File: src/sv/fpdf_pkg.sv
// Shared types, constants and helper functions for the fixed-point decimal formatter.
`default_nettype none

package fpdf_pkg;

   localparam int unsigned DATA_W           = 64;
   localparam int unsigned BCD_DIGITS       = 20;
   localparam int unsigned BCD_W            = 4 * BCD_DIGITS;
   localparam int unsigned DIGIT_IDX_W      = 5;
   localparam int unsigned STEP_W           = 6;
   localparam int unsigned COUNT_W          = 4;
   localparam int unsigned MAX_FRAC_DIGITS  = 10;
   localparam int unsigned REQ_DATA_W       = 136;
   localparam int unsigned RSP_DATA_W       = 8;

   localparam logic [7:0] CHAR_ZERO = 8'h30;
   localparam logic [7:0] CHAR_DOT  = 8'h2E;

   // divider control
   typedef struct packed {
      logic load;
      logic step;
   } div_ctrl_type;

   // 10^k for k = 0..9
   function automatic logic [63:0] pow10(input logic [3:0] k);
      logic [63:0] p;
      case (k)
         4'd0:    p = 64'd1;
         4'd1:    p = 64'd10;
         4'd2:    p = 64'd100;
         4'd3:    p = 64'd1000;
         4'd4:    p = 64'd10000;
         4'd5:    p = 64'd100000;
         4'd6:    p = 64'd1000000;
         4'd7:    p = 64'd10000000;
         4'd8:    p = 64'd100000000;
         4'd9:    p = 64'd1000000000;
         default: p = 64'd1;
      endcase
      return p;
   endfunction

   // add-3 correction on every BCD digit ahead of a left shift
   function automatic logic [BCD_W-1:0] bcd_adjust(input logic [BCD_W-1:0] v);
      logic [BCD_W-1:0] r;
      logic [3:0]       d;
      for (int i = 0; i < BCD_DIGITS; i++) begin
         d = v[4*i +: 4];
         r[4*i +: 4] = (d >= 4'd5) ? 4'(d + 4'd3) : d;
      end
      return r;
   endfunction

endpackage

`default_nettype wire

File: src/sv/fixed_point_decimal_formatter_top.sv
// Top level of the fixed-point decimal formatter: sequencer, BCD converter, output register.
`default_nettype none
// Usage:
//   req_* takes one number per item: whole part, scaled fraction and a fraction
//   digit count (counts above MAX_FRACTION_DIGITS saturate). rsp_* returns the
//   ASCII characters of the number, most significant first, one per item, with
//   rsp_tlast on the final character.
//   Sequence per number: 64 steps of shift-and-add-3 on the whole part, run
//   alongside a bit-serial divide of the fraction by 10^(count-1); a step to
//   find the leading digit; the whole digits; '.' and the leading fraction
//   character; then, if fraction digits remain, a second pass of the same BCD
//   unit over the DIV_W-bit remainder (30 bits at the default limit) and the
//   remaining fraction digits.
//   req_tready is high only while the sequencer is idle; one number at a time.
//   A character sits in the output register until taken; while rsp_tready is
//   low the sequencer waits, so nothing is lost. The next number may be taken
//   while the last character still waits.
//   Reset (synchronous, active high) returns to idle and drops rsp_tvalid.

module fixed_point_decimal_formatter_top #(
   parameter int unsigned MAX_FRACTION_DIGITS = fpdf_pkg::MAX_FRAC_DIGITS
) (
   input  wire logic                                clock,
   input  wire logic                                reset,
   // req_tdata: whole_part[63:0], fraction_part[127:64], fraction_digits[131:128], zero pad
   input  wire logic [fpdf_pkg::REQ_DATA_W-1:0]     req_tdata,
   input  wire logic                                req_tvalid,
   output logic                                     req_tready,
   // rsp_tdata: character[7:0]
   output logic      [fpdf_pkg::RSP_DATA_W-1:0]     rsp_tdata,
   output logic                                     rsp_tlast,
   output logic                                     rsp_tvalid,
   input  wire logic                                rsp_tready
);
   import fpdf_pkg::*;

   // divisor width: enough for 10^(MAX_FRACTION_DIGITS-1)
   localparam int unsigned DIV_W =
      $clog2(pow10(4'(MAX_FRACTION_DIGITS - 1)) + 64'd1);

   localparam logic [2:0] ST_IDLE  = 3'd0;
   localparam logic [2:0] ST_CONV  = 3'd1;
   localparam logic [2:0] ST_LEAD  = 3'd2;
   localparam logic [2:0] ST_WHOLE = 3'd3;
   localparam logic [2:0] ST_DOT   = 3'd4;
   localparam logic [2:0] ST_QCHAR = 3'd5;
   localparam logic [2:0] ST_FCONV = 3'd6;
   localparam logic [2:0] ST_FRAC  = 3'd7;

   logic [2:0]             state_ff, state_in;
   logic [DATA_W-1:0]      src_ff, src_in;
   logic [BCD_W-1:0]       bcd_ff, bcd_in;
   logic [STEP_W-1:0]      step_ff, step_in;
   logic [DIGIT_IDX_W-1:0] idx_ff, idx_in;
   logic [COUNT_W-1:0]     ndig_ff, ndig_in;
   logic                   rsp_tvalid_ff, rsp_tvalid_in;
   logic [7:0]             rsp_tdata_ff, rsp_tdata_in;
   logic                   rsp_tlast_ff, rsp_tlast_in;

   logic [DATA_W-1:0]      req_whole;
   logic [DATA_W-1:0]      req_frac;
   logic [COUNT_W-1:0]     req_ndig;
   logic [COUNT_W-1:0]     ndig_sat;
   logic                   accept;
   logic                   out_free;
   logic                   out_load;
   logic [7:0]             out_char;
   logic                   out_last;
   logic [3:0]             digit;
   logic [DIGIT_IDX_W-1:0] top_idx;
   logic [BCD_W-1:0]       bcd_adj;
   logic [BCD_W-1:0]       bcd_step;

   div_ctrl_type           div_ctrl;
   logic [DIV_W-1:0]       div_divisor;
   logic [7:0]             div_quo;
   logic [DIV_W-1:0]       div_rem;

   assign req_whole = req_tdata[63:0];
   assign req_frac  = req_tdata[127:64];
   assign req_ndig  = req_tdata[131:128];
   assign ndig_sat  = (32'(req_ndig) > MAX_FRACTION_DIGITS) ?
                      COUNT_W'(MAX_FRACTION_DIGITS) : req_ndig;

   assign req_tready = (state_ff == ST_IDLE);
   assign accept     = req_tvalid && req_tready;
   assign out_free   = !rsp_tvalid_ff || rsp_tready;

   // 10^(count-1); unused when count is zero
   assign div_divisor = (ndig_sat == '0) ? DIV_W'(1) : DIV_W'(pow10(4'(ndig_sat - 4'd1)));

   fpdf_divider #(
      .DIV_W (DIV_W)
   ) u_div (
      .clock        (clock),
      .ctrl         (div_ctrl),
      .dividend     (req_frac),
      .divisor      (div_divisor),
      .quotient_low (div_quo),
      .remainder    (div_rem)
   );

   // one double-dabble step: adjust, then shift the next source bit in
   assign bcd_adj  = bcd_adjust(bcd_ff);
   assign bcd_step = {bcd_adj[BCD_W-2:0], src_ff[DATA_W-1]};

   // current BCD digit for emission
   assign digit = bcd_ff[4*idx_ff +: 4];

   // highest nonzero BCD digit (zero if all digits are zero)
   always_comb begin
      top_idx = '0;
      for (int i = 0; i < BCD_DIGITS; i++) begin
         if (bcd_ff[4*i +: 4] != 4'd0) top_idx = DIGIT_IDX_W'(i);
      end
   end

   always_comb begin
      state_in      = state_ff;
      src_in        = src_ff;
      bcd_in        = bcd_ff;
      step_in       = step_ff;
      idx_in        = idx_ff;
      ndig_in       = ndig_ff;
      div_ctrl.load = 1'b0;
      div_ctrl.step = 1'b0;
      out_load      = 1'b0;
      out_char      = CHAR_ZERO;
      out_last      = 1'b0;

      unique case (state_ff)
         ST_IDLE: begin
            if (accept) begin
               src_in        = req_whole;
               bcd_in        = '0;
               step_in       = STEP_W'(DATA_W - 1);
               ndig_in       = ndig_sat;
               div_ctrl.load = 1'b1;
               state_in      = ST_CONV;
            end
         end
         ST_CONV: begin
            // whole part to BCD and fraction divide share the 64 steps
            src_in        = {src_ff[DATA_W-2:0], 1'b0};
            bcd_in        = bcd_step;
            div_ctrl.step = 1'b1;
            step_in       = step_ff - 1'b1;
            if (step_ff == '0) state_in = ST_LEAD;
         end
         ST_LEAD: begin
            idx_in   = top_idx;
            state_in = ST_WHOLE;
         end
         ST_WHOLE: begin
            out_char = CHAR_ZERO + {4'd0, digit};
            out_last = (idx_ff == '0) && (ndig_ff == '0);
            if (out_free) begin
               out_load = 1'b1;
               idx_in   = idx_ff - 1'b1;
               if (idx_ff == '0) state_in = (ndig_ff == '0) ? ST_IDLE : ST_DOT;
            end
         end
         ST_DOT: begin
            out_char = CHAR_DOT;
            if (out_free) begin
               out_load = 1'b1;
               state_in = ST_QCHAR;
            end
         end
         ST_QCHAR: begin
            // wraps mod 256 when the fraction is out of range
            out_char = CHAR_ZERO + div_quo;
            out_last = (ndig_ff == 4'd1);
            if (out_free) begin
               out_load = 1'b1;
               if (ndig_ff == 4'd1) begin
                  state_in = ST_IDLE;
               end else begin
                  src_in   = DATA_W'(div_rem) << (DATA_W - DIV_W);
                  bcd_in   = '0;
                  step_in  = STEP_W'(DIV_W - 1);
                  state_in = ST_FCONV;
               end
            end
         end
         ST_FCONV: begin
            src_in  = {src_ff[DATA_W-2:0], 1'b0};
            bcd_in  = bcd_step;
            step_in = step_ff - 1'b1;
            if (step_ff == '0) begin
               idx_in   = DIGIT_IDX_W'(ndig_ff - 4'd2);
               state_in = ST_FRAC;
            end
         end
         ST_FRAC: begin
            out_char = CHAR_ZERO + {4'd0, digit};
            out_last = (idx_ff == '0);
            if (out_free) begin
               out_load = 1'b1;
               idx_in   = idx_ff - 1'b1;
               if (idx_ff == '0) state_in = ST_IDLE;
            end
         end
         default: state_in = ST_IDLE;
      endcase
   end

   assign rsp_tvalid_in = out_load || (rsp_tvalid_ff && !rsp_tready);
   assign rsp_tdata_in  = out_load ? out_char : rsp_tdata_ff;
   assign rsp_tlast_in  = out_load ? out_last : rsp_tlast_ff;

   always_ff @(posedge clock) begin
      if (reset) begin
         state_ff      <= ST_IDLE;
         rsp_tvalid_ff <= 1'b0;
      end else begin
         state_ff      <= state_in;
         rsp_tvalid_ff <= rsp_tvalid_in;
      end
   end

   always_ff @(posedge clock) begin
      src_ff       <= src_in;
      bcd_ff       <= bcd_in;
      step_ff      <= step_in;
      idx_ff       <= idx_in;
      ndig_ff      <= ndig_in;
      rsp_tdata_ff <= rsp_tdata_in;
      rsp_tlast_ff <= rsp_tlast_in;
   end

   assign rsp_tvalid = rsp_tvalid_ff;
   assign rsp_tdata  = rsp_tdata_ff;
   assign rsp_tlast  = rsp_tlast_ff;

   // one number at a time
   a_busy_after_accept: assert property (@(posedge clock) disable iff (reset)
      (req_tvalid && req_tready) |=> !req_tready)
      else $error("item taken while a conversion was starting");

   // converted digits are proper BCD
   a_bcd_digit: assert property (@(posedge clock) disable iff (reset)
      (state_ff == ST_WHOLE || state_ff == ST_FRAC) |-> (digit <= 4'd9))
      else $error("BCD digit out of range");

   // the flagged character closes the sequence
   a_last_ends_run: assert property (@(posedge clock) disable iff (reset)
      (out_load && out_last) |=> (state_ff == ST_IDLE))
      else $error("sequencer still busy after last character");

   // remainder pass only when digits remain after the leading fraction character
   a_fconv_count: assert property (@(posedge clock) disable iff (reset)
      (state_ff == ST_FCONV) |-> (ndig_ff >= 4'd2))
      else $error("remainder pass with too few fraction digits");

endmodule

`default_nettype wire

File: src/sv/fpdf_divider.sv
// Bit-serial restoring divider: one quotient bit per step.
`default_nettype none

module fpdf_divider #(
   parameter int unsigned DIV_W = 30
) (
   input  wire logic                        clock,
   input  wire fpdf_pkg::div_ctrl_type      ctrl,
   input  wire logic [63:0]                 dividend,
   input  wire logic [DIV_W-1:0]            divisor,
   output logic      [7:0]                  quotient_low,
   output logic      [DIV_W-1:0]            remainder
);
   import fpdf_pkg::*;

   logic [DATA_W-1:0] dvd_ff, dvd_in;
   logic [DIV_W-1:0]  dsr_ff, dsr_in;
   logic [DIV_W-1:0]  rem_ff, rem_in;
   logic [7:0]        quo_ff, quo_in;
   logic [DIV_W:0]    rem_sh;
   logic              ge;

   always_comb begin
      rem_sh = {rem_ff, dvd_ff[DATA_W-1]};
      ge     = (rem_sh >= {1'b0, dsr_ff});
      dvd_in = dvd_ff;
      dsr_in = dsr_ff;
      rem_in = rem_ff;
      quo_in = quo_ff;
      if (ctrl.load) begin
         dvd_in = dividend;
         dsr_in = divisor;
         rem_in = '0;
         quo_in = '0;
      end else if (ctrl.step) begin
         dvd_in = {dvd_ff[DATA_W-2:0], 1'b0};
         rem_in = ge ? DIV_W'(rem_sh - {1'b0, dsr_ff}) : rem_sh[DIV_W-1:0];
         quo_in = {quo_ff[6:0], ge};
      end
   end

   always_ff @(posedge clock) begin
      dvd_ff <= dvd_in;
      dsr_ff <= dsr_in;
      rem_ff <= rem_in;
      quo_ff <= quo_in;
   end

   assign quotient_low = quo_ff;
   assign remainder    = rem_ff;

endmodule

`default_nettype wire

File: config.mk
export PLATFORM = sky130hd
export DESIGN_NAME = fixed_point_decimal_formatter_top
export DESIGN_NICKNAME = d
export VERILOG_FILES = /design/src/sv/fpdf_pkg.sv /design/src/sv/fixed_point_decimal_formatter_top.sv /design/src/sv/fpdf_divider.sv
export SDC_FILE = /design/constraint.sdc
export NUM_CORES = 1
export LEC_CHECK = 0
export BUFFER_PORTS_ARGS = -buffer_cell sky130_fd_sc_hd__buf_2
export CAP_MARGIN = 20
export CORE_MARGIN = 3
export CORE_UTILIZATION = 45
export CTS_BUF_LIST = sky130_fd_sc_hd__clkbuf_8
export CTS_CLUSTER_DIAMETER = 100
export CTS_CLUSTER_SIZE = 28
export DETAILED_ROUTE_END_ITERATION = 16
export RECOVER_POWER = 25
export SYNTH_ARGS = -nofsm -noshare
export SYNTH_HDL_FRONTEND = slang
export SYNTH_SLANG_ARGS = --single-unit
File: constraint.sdc
create_clock -name clock -period 46.2 [get_ports clock]
set_input_delay 6.93 -clock clock [delete_from_list [all_inputs] [get_ports clock]]
set_output_delay 6.93 -clock clock [all_outputs]
set_load 0.005 [all_outputs]
# --- After elaboration in Yosys (flattened, before gate mapping) ---
# Memories as Yosys holds them, arrays and structs flattened. A register that Yosys moved wholly into a read port is not among the register bits.
# Cells that the tools add are included.
# Widths: inputs -> output; s select.
op_classes:
  shifts: 1
  eq_ne: 19
  n_mux: 77
  magnitude_cmp: 22
  n_reduce_logical: 41
  addsub: 27
op_table:
  columns: ["operator", "n"]
  rows:
  - ["$mux 64", 5]
  - ["$mux 80", 3]
  - ["$pmux 80 s3", 1]
  - ["$pmux 64 s3", 1]
  - ["$mux 5", 20]
  - ["$ge 4x3->1 const B", 20]
  - ["$mux 4", 20]
  - ["$shiftx 80x8->4", 1]
  - ["$add 4x2->4 const B", 19]
  - ["$reduce_bool 4->1", 19]
  - ["$mux 3", 12]
  - ["$ge 31x30->1", 1]
  - ["$mux 30", 1]
  - ["$sub 30x30->30", 1]
  - ["$pmux 3 s8", 1]
  - ["$pmux 8 s3", 1]
  - ["$mux 6", 3]
  - ["$ne 2x2->1 const B", 9]
  - ["$pmux 6 s3", 1]
  - ["$pmux 5 s3", 1]
  - ["$eq 3x3->1 const B", 4]
  - ["$reduce_and 9->1", 1]
  - ["$add 6x8->8 const A", 1]
  - ["$logic_not 4->1", 2]
  - ["other kinds (26)", 39]
totals:
  rom_bits: 480
  n_memories: 1
  wordCells: 200
  out_inout_bits: 11
  register_bits: 274
mem_list:
  columns: ["name", "depth", "word_bits", "rd", "rd_ports_with_merged_regs", "write_ports", "line", "source"]
  rows:
  - ["(name not given)", 16, 30, 1, 1, 0, "fpdf_pkg.sv:28", "case (k)"]

# --- Logic depth before layout (Yosys ltp) ---
# Gate-level depths: netlist of the first run.
logic_depth:
  ltp_word: 21
  ltp_mapped: 13

# --- Modules after synthesis ---
# A second synthesis of the first run with hierarchy kept.
unflattened:
  hier_cells: 1695
  area_unflattened_um2: 17609.4
modules_own_cells:
  columns: ["mod", "n_inst", "seq_area_each_um2", "area_per_inst_um2", "cells_per_inst"]
  rows:
  - ["fixed_point_decimal_formatter_top", 1, 5124.9, 10378.7, 1047]
  - ["fpdf_divider", 1, 3583.4, 7230.7, 648]

# --- Worst setup path after synthesis of the first run ---
# OpenSTA, ideal clock, no wires.
synth_path:
  kind: "input -> register"
  start: "input rsp_tready"
  end: "register bcd_ff[0], enable pin"
  path_slack_ns: 20.990
  t_arrival_ns: 24.040
  n_path_buf: 0
  setup_time_ns: 1.170
  path_stages: 2
  path_cell_list: "nor2b_1 > o311ai_0"
synth_between:
  elab_chain_cells: 3
synth_lines:
  columns: ["element", "line", "source"]
  rows:
  - ["start, declared", "fixed_point_decimal_formatter_top.sv:33", "input wire logic rsp_tready"]
  - ["$logic_or 1x1->1", "fixed_point_decimal_formatter_top.sv:87", "assign out_free = !rsp_tvalid_ff || rsp_tready;"]
  - ["$ne 2x2->1 (no source line)", null, null]
  - ["$reduce_and 4->1 (no source line)", null, null]
  - ["end signal, assigned", "fixed_point_decimal_formatter_top.sv:224", "bcd_ff <= bcd_in;"]
  - ["end, declared", "fixed_point_decimal_formatter_top.sv:52", "logic [BCD_W-1:0] bcd_ff, bcd_in;"]
# Every way passes these cells.
# A chain may end at the register's enable or synchronous reset.

# --- Final worst setup path of the first run ---
layout_path:
  start: "input req_tvalid"
  end: "register u_div.dvd_ff[18], enable pin"
layout_between:
  elab_chain_cells: 4
layout_lines:
  columns: ["element", "line", "source"]
  rows:
  - ["start, declared", "fixed_point_decimal_formatter_top.sv:27", "input wire logic req_tvalid,"]
  - ["$logic_and 1x1->1", "fixed_point_decimal_formatter_top.sv:86", "assign accept = req_tvalid && req_tready;"]
  - ["$mux 1", "fixed_point_decimal_formatter_top.sv:133", "if (accept) begin"]
  - ["$mux 1", "fixed_point_decimal_formatter_top.sv:131", "unique case (state_ff)"]
  - ["$reduce_bool 2->1 (no source line)", null, null]
  - ["end signal, assigned", "fpdf_divider.sv:43", "dvd_ff <= dvd_in;"]
  - ["end, declared", "fpdf_divider.sv:16", "logic [DATA_W-1:0] dvd_ff, dvd_in;"]
# Every way passes these cells.

==> results of run 1 <==
-- layer usage --
metal	GRT usage (%)	routed length, um	vias up
met2	31.5	18600	288
met5	0	39	-
met4	3.31	711	8
met3	2.89	2140	43
met1	28.1	18600	6259
li1	-	-	6504
-- critical path: cells and delay by family --
kind / cells / cell delay [ns]
buffers and inverters: 5 / 1.97
AND/OR/NAND/NOR: 2 / 1.01
-- synthesized netlist by cell type (38+ instances only) --
cell type	n
sky130_fd_sc_hd__a21oi_1	109
sky130_fd_sc_hd__clkbuf_1	55
sky130_fd_sc_hd__dfxtp_1	42
sky130_fd_sc_hd__edfxtp_1	255
sky130_fd_sc_hd__ha_1	93
sky130_fd_sc_hd__inv_1	97
sky130_fd_sc_hd__nand2_1	449
sky130_fd_sc_hd__nand3_1	53
sky130_fd_sc_hd__nor2_1	162
sky130_fd_sc_hd__nor3_1	40
sky130_fd_sc_hd__o21ai_0	64
sky130_fd_sc_hd__xnor2_1	38
-- cell type report --
cell class,instances,area share [%]
antenna,1,0.0135
tap,504,3.40
clock buffer,18,1.34
timing repair buffer,163,4.48
clock inverter,10,0.520
inverter,98,1.99
multi-input combinational,1330,42.4
sequential,297,45.8
-- final timing paths --
kind / startpoint / end / slack (ns) / cells past startpoint
worst max-delay path: req_tvalid / u_div.dvd_ff[18]$_DFFE_PP_ / 36.46 / 7
worst min-delay path: u_div.quotient_low[1]$_SDFFE_PP0P_ / u_div.quotient_low[2]$_SDFFE_PP0P_ / 0.45 / 2
worst max register to register: state_ff[0]$_SDFFE_PP0P_ / bcd_ff[64]$_SDFFCE_PP0P_ / 39.61 / 7
worst min register to register: u_div.quotient_low[1]$_SDFFE_PP0P_ / u_div.quotient_low[2]$_SDFFE_PP0P_ / 0.45 / 2
-- cell families after synthesis --
logic type / synth area share (%)
buffers and inverters: 4.13
AND/OR/NAND/NOR: 20.4
flip-flops: 49.9
AO/OA/AOI/OAI: 11.9
multiplexers: 3.23
adder cells (fa/ha/maj): 6.95
XOR/XNOR: 3.55
-- power by group --
| group | switching, mW | internal [mW] |
|---|---|---|
| registers | 0.0448 | 0.368 |
| logic | 0.201 | 0.128 |
| clock network | 0.0904 | 0.0397 |
-- registers in the layout, summed over array words and instances (netlist names), 3 cells and up --
signal / count
bcd_ff: 80
idx_ff: 5
ndig_ff: 4
rsp_tdata: 8
src_ff: 64
state_ff: 3
step_ff: 6
u_div.dsr_ff: 23
u_div.dvd_ff: 64
u_div.quotient_low: 8
u_div.remainder: 30
==> Flow_metrics.wiki, run 1 <==
{| class="wikitable"
! Metric !! Value
|-
| Static Leak || 7.68 nW
|-
| Setup_tns || 0 ns
|-
| Sequential element share of the synthesized area || 49.9%
|-
| Area occupied by multi-input gates || 7870 um2
|-
| Violated checks || max-capacitance violations, max-slew violations
|-
| Worst setup path class || in -> reg
|-
| Max IR drop VDD || 0.0228 mV
|-
| Critical path cell sequence || buf_2 > nand2_2 > buf_4 > clkinv_2 > nor2_1 > inv_2 > buf_4
|-
| Port-buffer cells || 146
|-
| Count of final max-slew check failures || 340
|-
| Final worst-path setup slack || 36.46 ns
|-
| Post-Place Cells || 2391
|-
| Quantity of hold-fixing buffers added after cts || 0
|-
| Kind of path behind the tightest hold check || reg -> reg
|-
| Die outline area || 40200 um2
|-
| Slowest stage cell on the critical path || sky130_fd_sc_hd__nor2_1
|-
| Remaining global-route overflow || 0
|-
| Ratio of cells with drive above 1 in the final layout || 11.7%
|-
| Final Hold Slack || 0.449 ns
|-
| Power after layout || 872 uW
|-
| Clk root buf || sky130_fd_sc_hd__clkbuf_8
|-
| DR DRC count || 0
|-
| Setup-failing EPs final || 0
|-
| Chip width || 201 um
|-
| Detail-routed via count per cell || 5.41
|-
| Net count after synthesis || 2039
|-
| IO Count || 151
|-
| FF/Latch Area || 8500 um2
|-
| RSZ-0062 raised after global routing || no
|-
| Core area || 37000 um2
|-
| Arrival time of the worst setup path || 9.97 ns
|-
| Synthesized instance count || 1805
|-
| Count of clock tree sinks || 297
|-
| Post-synth top area cell || sky130_fd_sc_hd__edfxtp_1
|-
| Dominant cells by area after synthesis || sky130_fd_sc_hd__edfxtp_1 45%, sky130_fd_sc_hd__nand2_1 9.9%, sky130_fd_sc_hd__ha_1 6.8%, sky130_fd_sc_hd__dfxtp_1 4.9%, sky130_fd_sc_hd__nor2_1 3.6%
|-
| H-tree levels || 1
|-
| Cell variety after synth || 68
|-
| Cell Pwr Density || 47.0 nW/um2
|-
| Required time of the critical path || 46.44 ns
|-
| Final core occ || 50.2%
|-
| Clock tree from TritonCTS || done
|-
| Clock transition at the register clock pins on the worst setup and hold paths after CTS || 0.17 ns
|-
| Type of destination of the critical path || register
|-
| Wire length of the first global-routing pass || 65.5 mm
|-
| Final instance count without filler cells || 2421
|-
| Synth top area share || 44.9%
|-
| Shortest period the worst path allows || 9.74 ns
|-
| Maximum number of pins on one net before global-route repair || 81
|-
| Summed area of non-filler cells in the final layout || 18500 um2
|-
| Vias post-DR || 13.1k
|-
| Wirelength per Cell || 16.6 um
|-
| Post-route fraction of the period consumed by the critical path || 21.1%
|-
| Number of DRC markers in iteration 0 || 932
|-
| Final HPWL from detailed placement || 28.2 mm
|-
| Number of buffers on the longest clock path || 3
|-
| Setup crit start kind || primary input
|-
| Overall die height || 201 um
|-
| Synthesis-to-layout area growth || 8.80%
|-
| Max Freq || 103 MHz
|-
| Antenna Nets Post-Route || 0
|-
| Final Hold Vio Count || 0
|-
| Max cap viols || 8
|-
| Antenna violations before repair || 5
|-
| EDFF count, synth || 255
|-
| Highest cell delay on the worst timing path || 0.96 ns
|-
| Number of cells upsized or downsized after cts || 0
|-
| Post-CTS setup repair buffer count || 0
|-
| Overall fraction of global-route tracks in use || 19.4%
|-
| Initial Utilization || 46.1%
|-
| Outcome || finished with violations
|-
| Clock buffer count from CTS || 16
|-
| Synth async-reset ratio || 0%
|-
| DP Area || 18200 um2
|-
| Post-Place Setup Slack || 35.76 ns
|-
| Cell with the most instances on the worst path || sky130_fd_sc_hd__buf_4
|-
| Warning count from the yosys run || 0
|-
| Worst Max-Slew Pin Slew || 2.88 ns
|-
| Count of TritonRoute iterations in the first routing pass || 5
|-
| Via count of the first global-routing pass || 12.7k
|-
| Layout Nets || 2140
|-
| Fillers || 3617
|-
| Wire length after detailed routing || 40.1 mm
|-
| Flip-flop cell with the highest count after synthesis || sky130_fd_sc_hd__edfxtp_1
|-
| Number of register bits inferred by synthesis || 297
|-
| Max FO, Critical Path || 80
|-
| Setup clock skew after layout || 0.0492 ns
|-
| Cell area after synthesis || 17000 um2
|-
| Leading cell types in the layout, fill and taps excluded || 448 x sky130_fd_sc_hd__nand2_1, 255 x sky130_fd_sc_hd__edfxtp_1, 160 x sky130_fd_sc_hd__nor2_1
|-
| Slew margin rel. || -91.9%
|-
| Weighted congestion at the end of routability-driven global placement || 0.888
|-
| Syn Area/Cell || 9.44 um2
|-
| Most common cell after layout, fill and taps aside || sky130_fd_sc_hd__nand2_1
|-
| Placement Rows || 70
|-
| Clock latency of the later-clocked register in the worst-skew pair || 0.58 ns
|}
Note: power is estimated with default switching activity, not from simulation.
==> run 2, diff against run 1 <==
--- a/config.mk
+++ b/config.mk
@@ -5,6 +5,7 @@
 export SDC_FILE = /design/constraint.sdc
 export NUM_CORES = 1
 export LEC_CHECK = 0
+export ABC_AREA = 1
 export BUFFER_PORTS_ARGS = -buffer_cell sky130_fd_sc_hd__buf_2
 export CAP_MARGIN = 20
 export CORE_MARGIN = 3
@@ -13,6 +14,7 @@
 export CTS_CLUSTER_DIAMETER = 100
 export CTS_CLUSTER_SIZE = 28
 export DETAILED_ROUTE_END_ITERATION = 16
+export PLACE_DENSITY = 0.65
 export RECOVER_POWER = 25
 export SYNTH_ARGS = -nofsm -noshare
 export SYNTH_HDL_FRONTEND = slang
==> constraint.sdc (replaced) <==
create_clock -name clock -period 8.9 [get_ports clock]
set_input_delay 1.335 -clock clock [delete_from_list [all_inputs] [get_ports clock]]
set_output_delay 1.335 -clock clock [all_outputs]
set_load 0.005 [all_outputs]
==> Flow_metrics.wiki, run 2 <==
{| class="wikitable"
! Metric !! Value
|-
| Outcome || finished with violations
|-
| Violated checks || max-capacitance violations, max-slew violations
|-
| Clock transition at the register clock pins on the worst setup and hold paths after CTS || 0.17 ns
|-
| Count of buffering cells on the critical path with inverters included || 5
|-
| Hold-critical path endpoint || u_div.quotient_low[1]$_SDFFE_PP0P_
|-
| Warning count from the yosys run || 0
|-
| Synth top area share || 44.9%
|-
| Setup-failing EPs final || 0
|-
| Arrival time of the worst setup path || 5.58 ns
|-
| Leading cell types in the layout, fill and taps excluded || 478 x sky130_fd_sc_hd__nand2_1, 260 x sky130_fd_sc_hd__inv_1, 255 x sky130_fd_sc_hd__edfxtp_1
|-
| Post-Place Cells || 2559
|-
| Cell count of the worst hold path || 2
|-
| Ratio of cells with drive above 1 in the final layout || 9.47%
|-
| Cell with the most instances on the worst path || sky130_fd_sc_hd__buf_4
|-
| Maximum number of pins on one net before global-route repair || 87
|-
| Max Freq || 187 MHz
|-
| Clk root buf || sky130_fd_sc_hd__clkbuf_8
|-
| Syn Area/Cell || 8.69 um2
|-
| Proportion of total power due to net switching || 45.4%
|-
| Setup crit start kind || primary input
|-
| Post-CTS setup repair buffer count || 0
|-
| Clock network fraction of total power || 9.2%
|-
| Worst Max-Slew Pin Slew || 2.85 ns
|-
| Type of destination of the critical path || register
|-
| Shortest period the worst path allows || 5.35 ns
|-
| Summed area of non-filler cells in the final layout || 18500 um2
|-
| Most numerous cell in the Yosys netlist || sky130_fd_sc_hd__nand2_1
|-
| Antenna Nets Post-Route || 0
|-
| Antenna violations before repair || 1
|-
| Post-synth top area cell || sky130_fd_sc_hd__edfxtp_1
|-
| Core area || 37000 um2
|-
| Wirelength per Cell || 15.9 um
|-
| Number of buffers on the longest clock path || 3
|-
| Slew margin rel. || -90.6%
|-
| Cell Pwr Density || 363 nW/um2
|-
| Top cell family by delay on the critical path || simple AND/OR/NAND/NOR gates
|-
| Number of register bits inferred by synthesis || 297
|-
| EDFF count, synth || 255
|-
| Area occupied by multi-input gates || 7310 um2
|-
| FF/Latch Area || 8500 um2
|-
| Worst reg-to-reg setup slack || 3.63 ns
|-
| Overall die height || 201 um
|-
| IO Count || 151
|-
| Overall fraction of global-route tracks in use || 19.9%
|-
| Clock buffer count from CTS || 15
|-
| Final HPWL from detailed placement || 29.3 mm
|-
| Clock tree from TritonCTS || done
|-
| Dominant cells by area after synthesis || sky130_fd_sc_hd__edfxtp_1 45%, sky130_fd_sc_hd__nand2_1 11%, sky130_fd_sc_hd__ha_1 6.8%, sky130_fd_sc_hd__inv_1 5.6%, sky130_fd_sc_hd__a21oi_1 5.0%
|-
| Setup_tns || 0 ns
|-
| Most common cell after layout, fill and taps aside || sky130_fd_sc_hd__nand2_1
|-
| Top register by number of flip-flops || bcd_ff
|-
| Combinational family with the most area after synthesis || simple AND/OR/NAND/NOR gates
|-
| Share of synthesized cell area in full adder, half adder and majority cells || 6.93%
|-
| Setup clock skew after layout || 0.0442 ns
|-
| Weighted congestion at the end of routability-driven global placement || 0.905
|-
| Cell area after synthesis || 17100 um2
|-
| Synthesis-to-layout area growth || 8.36%
|-
| Count of clock tree sinks || 297
|-
| Kind of path behind the tightest hold check || reg -> reg
|-
| Number of DRC markers in iteration 0 || 1164
|-
| Worst setup path class || in -> reg
|-
| Logic pwr share || 47.7%
|-
| Number of cells upsized or downsized after cts || 0
|-
| Layout Nets || 2306
|-
| Quantity of hold-fixing buffers added after cts || 0
|-
| Post-synthesis compound-gate area fraction || 16.8%
|-
| Max cap viols || 4
|-
| Via count of the first global-routing pass || 13.0k
|-
| Top cells by count, synth || 478 x sky130_fd_sc_hd__nand2_1, 255 x sky130_fd_sc_hd__edfxtp_1, 255 x sky130_fd_sc_hd__inv_1, 171 x sky130_fd_sc_hd__a21oi_1, 154 x sky130_fd_sc_hd__nor2_1
|-
| Die outline area || 40300 um2
|-
| Fillers || 3593
|-
| DR DRC count || 0
|-
| Number of flip-flops under the largest register name || 80
|-
| Max IR drop VDD || 0.289 mV
|-
| Synthesized instance count || 1965
|-
| Synth async-reset ratio || 0%
|-
| Slowest stage cell on the critical path || sky130_fd_sc_hd__nor2_1
|-
| Worst reg-to-reg path cell count || 8
|-
| DP Area || 18300 um2
|-
| Cell internal pwr || 3.66 mW
|-
| Max FO, Critical Path || 75
|-
| Final Hold Vio Count || 0
|-
| Switching power || 3.05 mW
|-
| Chip width || 201 um
|-
| Critical register-to-register path endpoint || bcd_ff[1]$_SDFFCE_PP0P_
|-
| Required time of the critical path || 9.13 ns
|-
| Highest cell delay on the worst timing path || 1.95 ns
|-
| Post-Place Setup Slack || 4.41 ns
|-
| Placement Rows || 70
|-
| Part of the power in registers || 43.0%
|-
| Critical path cell sequence || buf_2 > inv_1 > nor2_1 > clkinv_1 > buf_4 > nand2_2 > buf_4
|-
| Detail-routed via count per cell || 5.26
|-
| Largest registers || bcd_ff (80), src_ff (64), u_div.dvd_ff (64)
|-
| Final instance count without filler cells || 2585
|-
| Static Leak || 8.25 nW
|-
| Wire length after detailed routing || 41.1 mm
|-
| RSZ-0062 raised after global routing || no
|-
| Vias post-DR || 13.6k
|-
| Count of TritonRoute iterations in the first routing pass || 7
|-
| Count of final max-slew check failures || 161
|-
| Remaining global-route overflow || 0
|-
| Flip-flop cell with the highest count after synthesis || sky130_fd_sc_hd__edfxtp_1
|-
| Cell variety after synth || 54
|-
| Multiplexer fraction of the synthesized cell area || 0%
|-
| H-tree levels || 1
|-
| Post-route fraction of the period consumed by the critical path || 60.1%
|-
| Clock latency of the later-clocked register in the worst-skew pair || 0.58 ns
|-
| Xor/xnor share of the synthesized area || 1.69%
|-
| Wire length of the first global-routing pass || 66.6 mm
|-
| Start point of the worst min-delay path || u_div.quotient_low[1]$_SDFFE_PP0P_
|-
| Final worst-path setup slack || 3.55 ns
|-
| Port-buffer cells || 146
|-
| Reg2Reg Launch Point || state_ff[2]$_SDFFE_PP0P_
|-
| Initial Utilization || 46.2%
|-
| Post-synthesis simple-gate area fraction || 17.2%
|-
| Net count after synthesis || 2199
|-
| Sequential element share of the synthesized area || 49.8%
|}
[run 2: cell types whose count changed after synthesis, sizes merged, moves of 11 or more]
cell | before | now
nor3 | 43 | 24
a21oi | 110 | 175
xnor2 | 38 | 13
xor2 | 31 | 20
o21ai | 87 | 153
nand2 | 449 | 484
a22o | 1 | 33
inv | 98 | 262
nand2b | 35 | 0
clkbuf | 55 | 41
mux4 | 20 | 0
[run 2: layer usage]
layer,vias to the layer above,track usage [%],routed length (um)
li1,6863,-,-
met1,6365,28.8,19500
met2,317,32.3,18700
met3,52,1.93,1850
met4,0,5.02,1060
met5,-,0,0
[run 2: stage by stage]
| step | power (mW) | utilization, % | hold slack, ns |
|---|---|---|---|
| 2_1_floorplan | 5.32 | - | 0.452 |
| 3_3_place_gp | 6.02 | 49.4 | 0.486 |
| 3_5_place_dp | 6.12 | 49.4 | 0.487 |
| 4_1_cts | 6.75 | 50.2 | 0.513 |
| 5_1_grt | 7.35 | 50.1 | 0.531 |
| 6_report | 6.71 | 50.1 | 0.510 |
[run 2: logic make-up after synthesis]
kind of cell,count (synthesis)
adder cells (fa/ha/maj),94
buffers and inverters,331
AND/OR/NAND/NOR,730
AO/OA/AOI/OAI,480
XOR/XNOR,33
flip-flops,297
[run 2: worst min-delay path: stages, from the launching register on]
cell and delay (ns):
sky130_fd_sc_hd__dfxtp_1 0.35, sky130_fd_sc_hd__inv_1 0.07, sky130_fd_sc_hd__o22ai_1 0.07
[run 2: cell type report]
cell class / count / area share [%]
Clock buffer: 15 / 1.12
Inverter: 263 / 5.36
Multi-Input combinational cell: 1337 / 39.5
Tap cell: 504 / 3.41
Clock inverter: 10 / 0.352
Antenna cell: 1 / 0.0135
Sequential cell: 297 / 45.9
Timing Repair Buffer: 158 / 4.31
[run 2: power groups by stage]
stage / clock network (mW) / registers, mW / logic [mW]
4_1_cts: 0.648 / 2.88 / 3.22
6_report: 0.619 / 2.89 / 3.21
3_3_place_gp: 0 / 2.90 / 3.12
5_1_grt: 0.690 / 2.97 / 3.68
3_5_place_dp: 0 / 2.91 / 3.21
2_1_floorplan: 0 / 2.88 / 2.44
[run 2: how the worst max path moves through the flow]
stage	depth (start not counted)	end	slack [ns]	start
4_1_cts	8	step_ff[2]$_SDFFCE_PP1P_	4.89	state_ff[2]$_SDFFE_PP0P_
5_1_grt	7	u_div.dvd_ff[0]$_SDFFCE_PN0P_	3.00	req_tvalid
3_5_place_dp	7	u_div.dvd_ff[0]$_SDFFCE_PN0P_	4.41	req_tvalid
2_1_floorplan	7	bcd_ff[0]$_SDFFCE_PP0P_	0.47	state_ff[2]$_SDFFE_PP0P_
6_report	7	u_div.dvd_ff[0]$_SDFFCE_PN0P_	3.55	req_tvalid
3_3_place_gp	7	u_div.dvd_ff[0]$_SDFFCE_PN0P_	4.46	req_tvalid
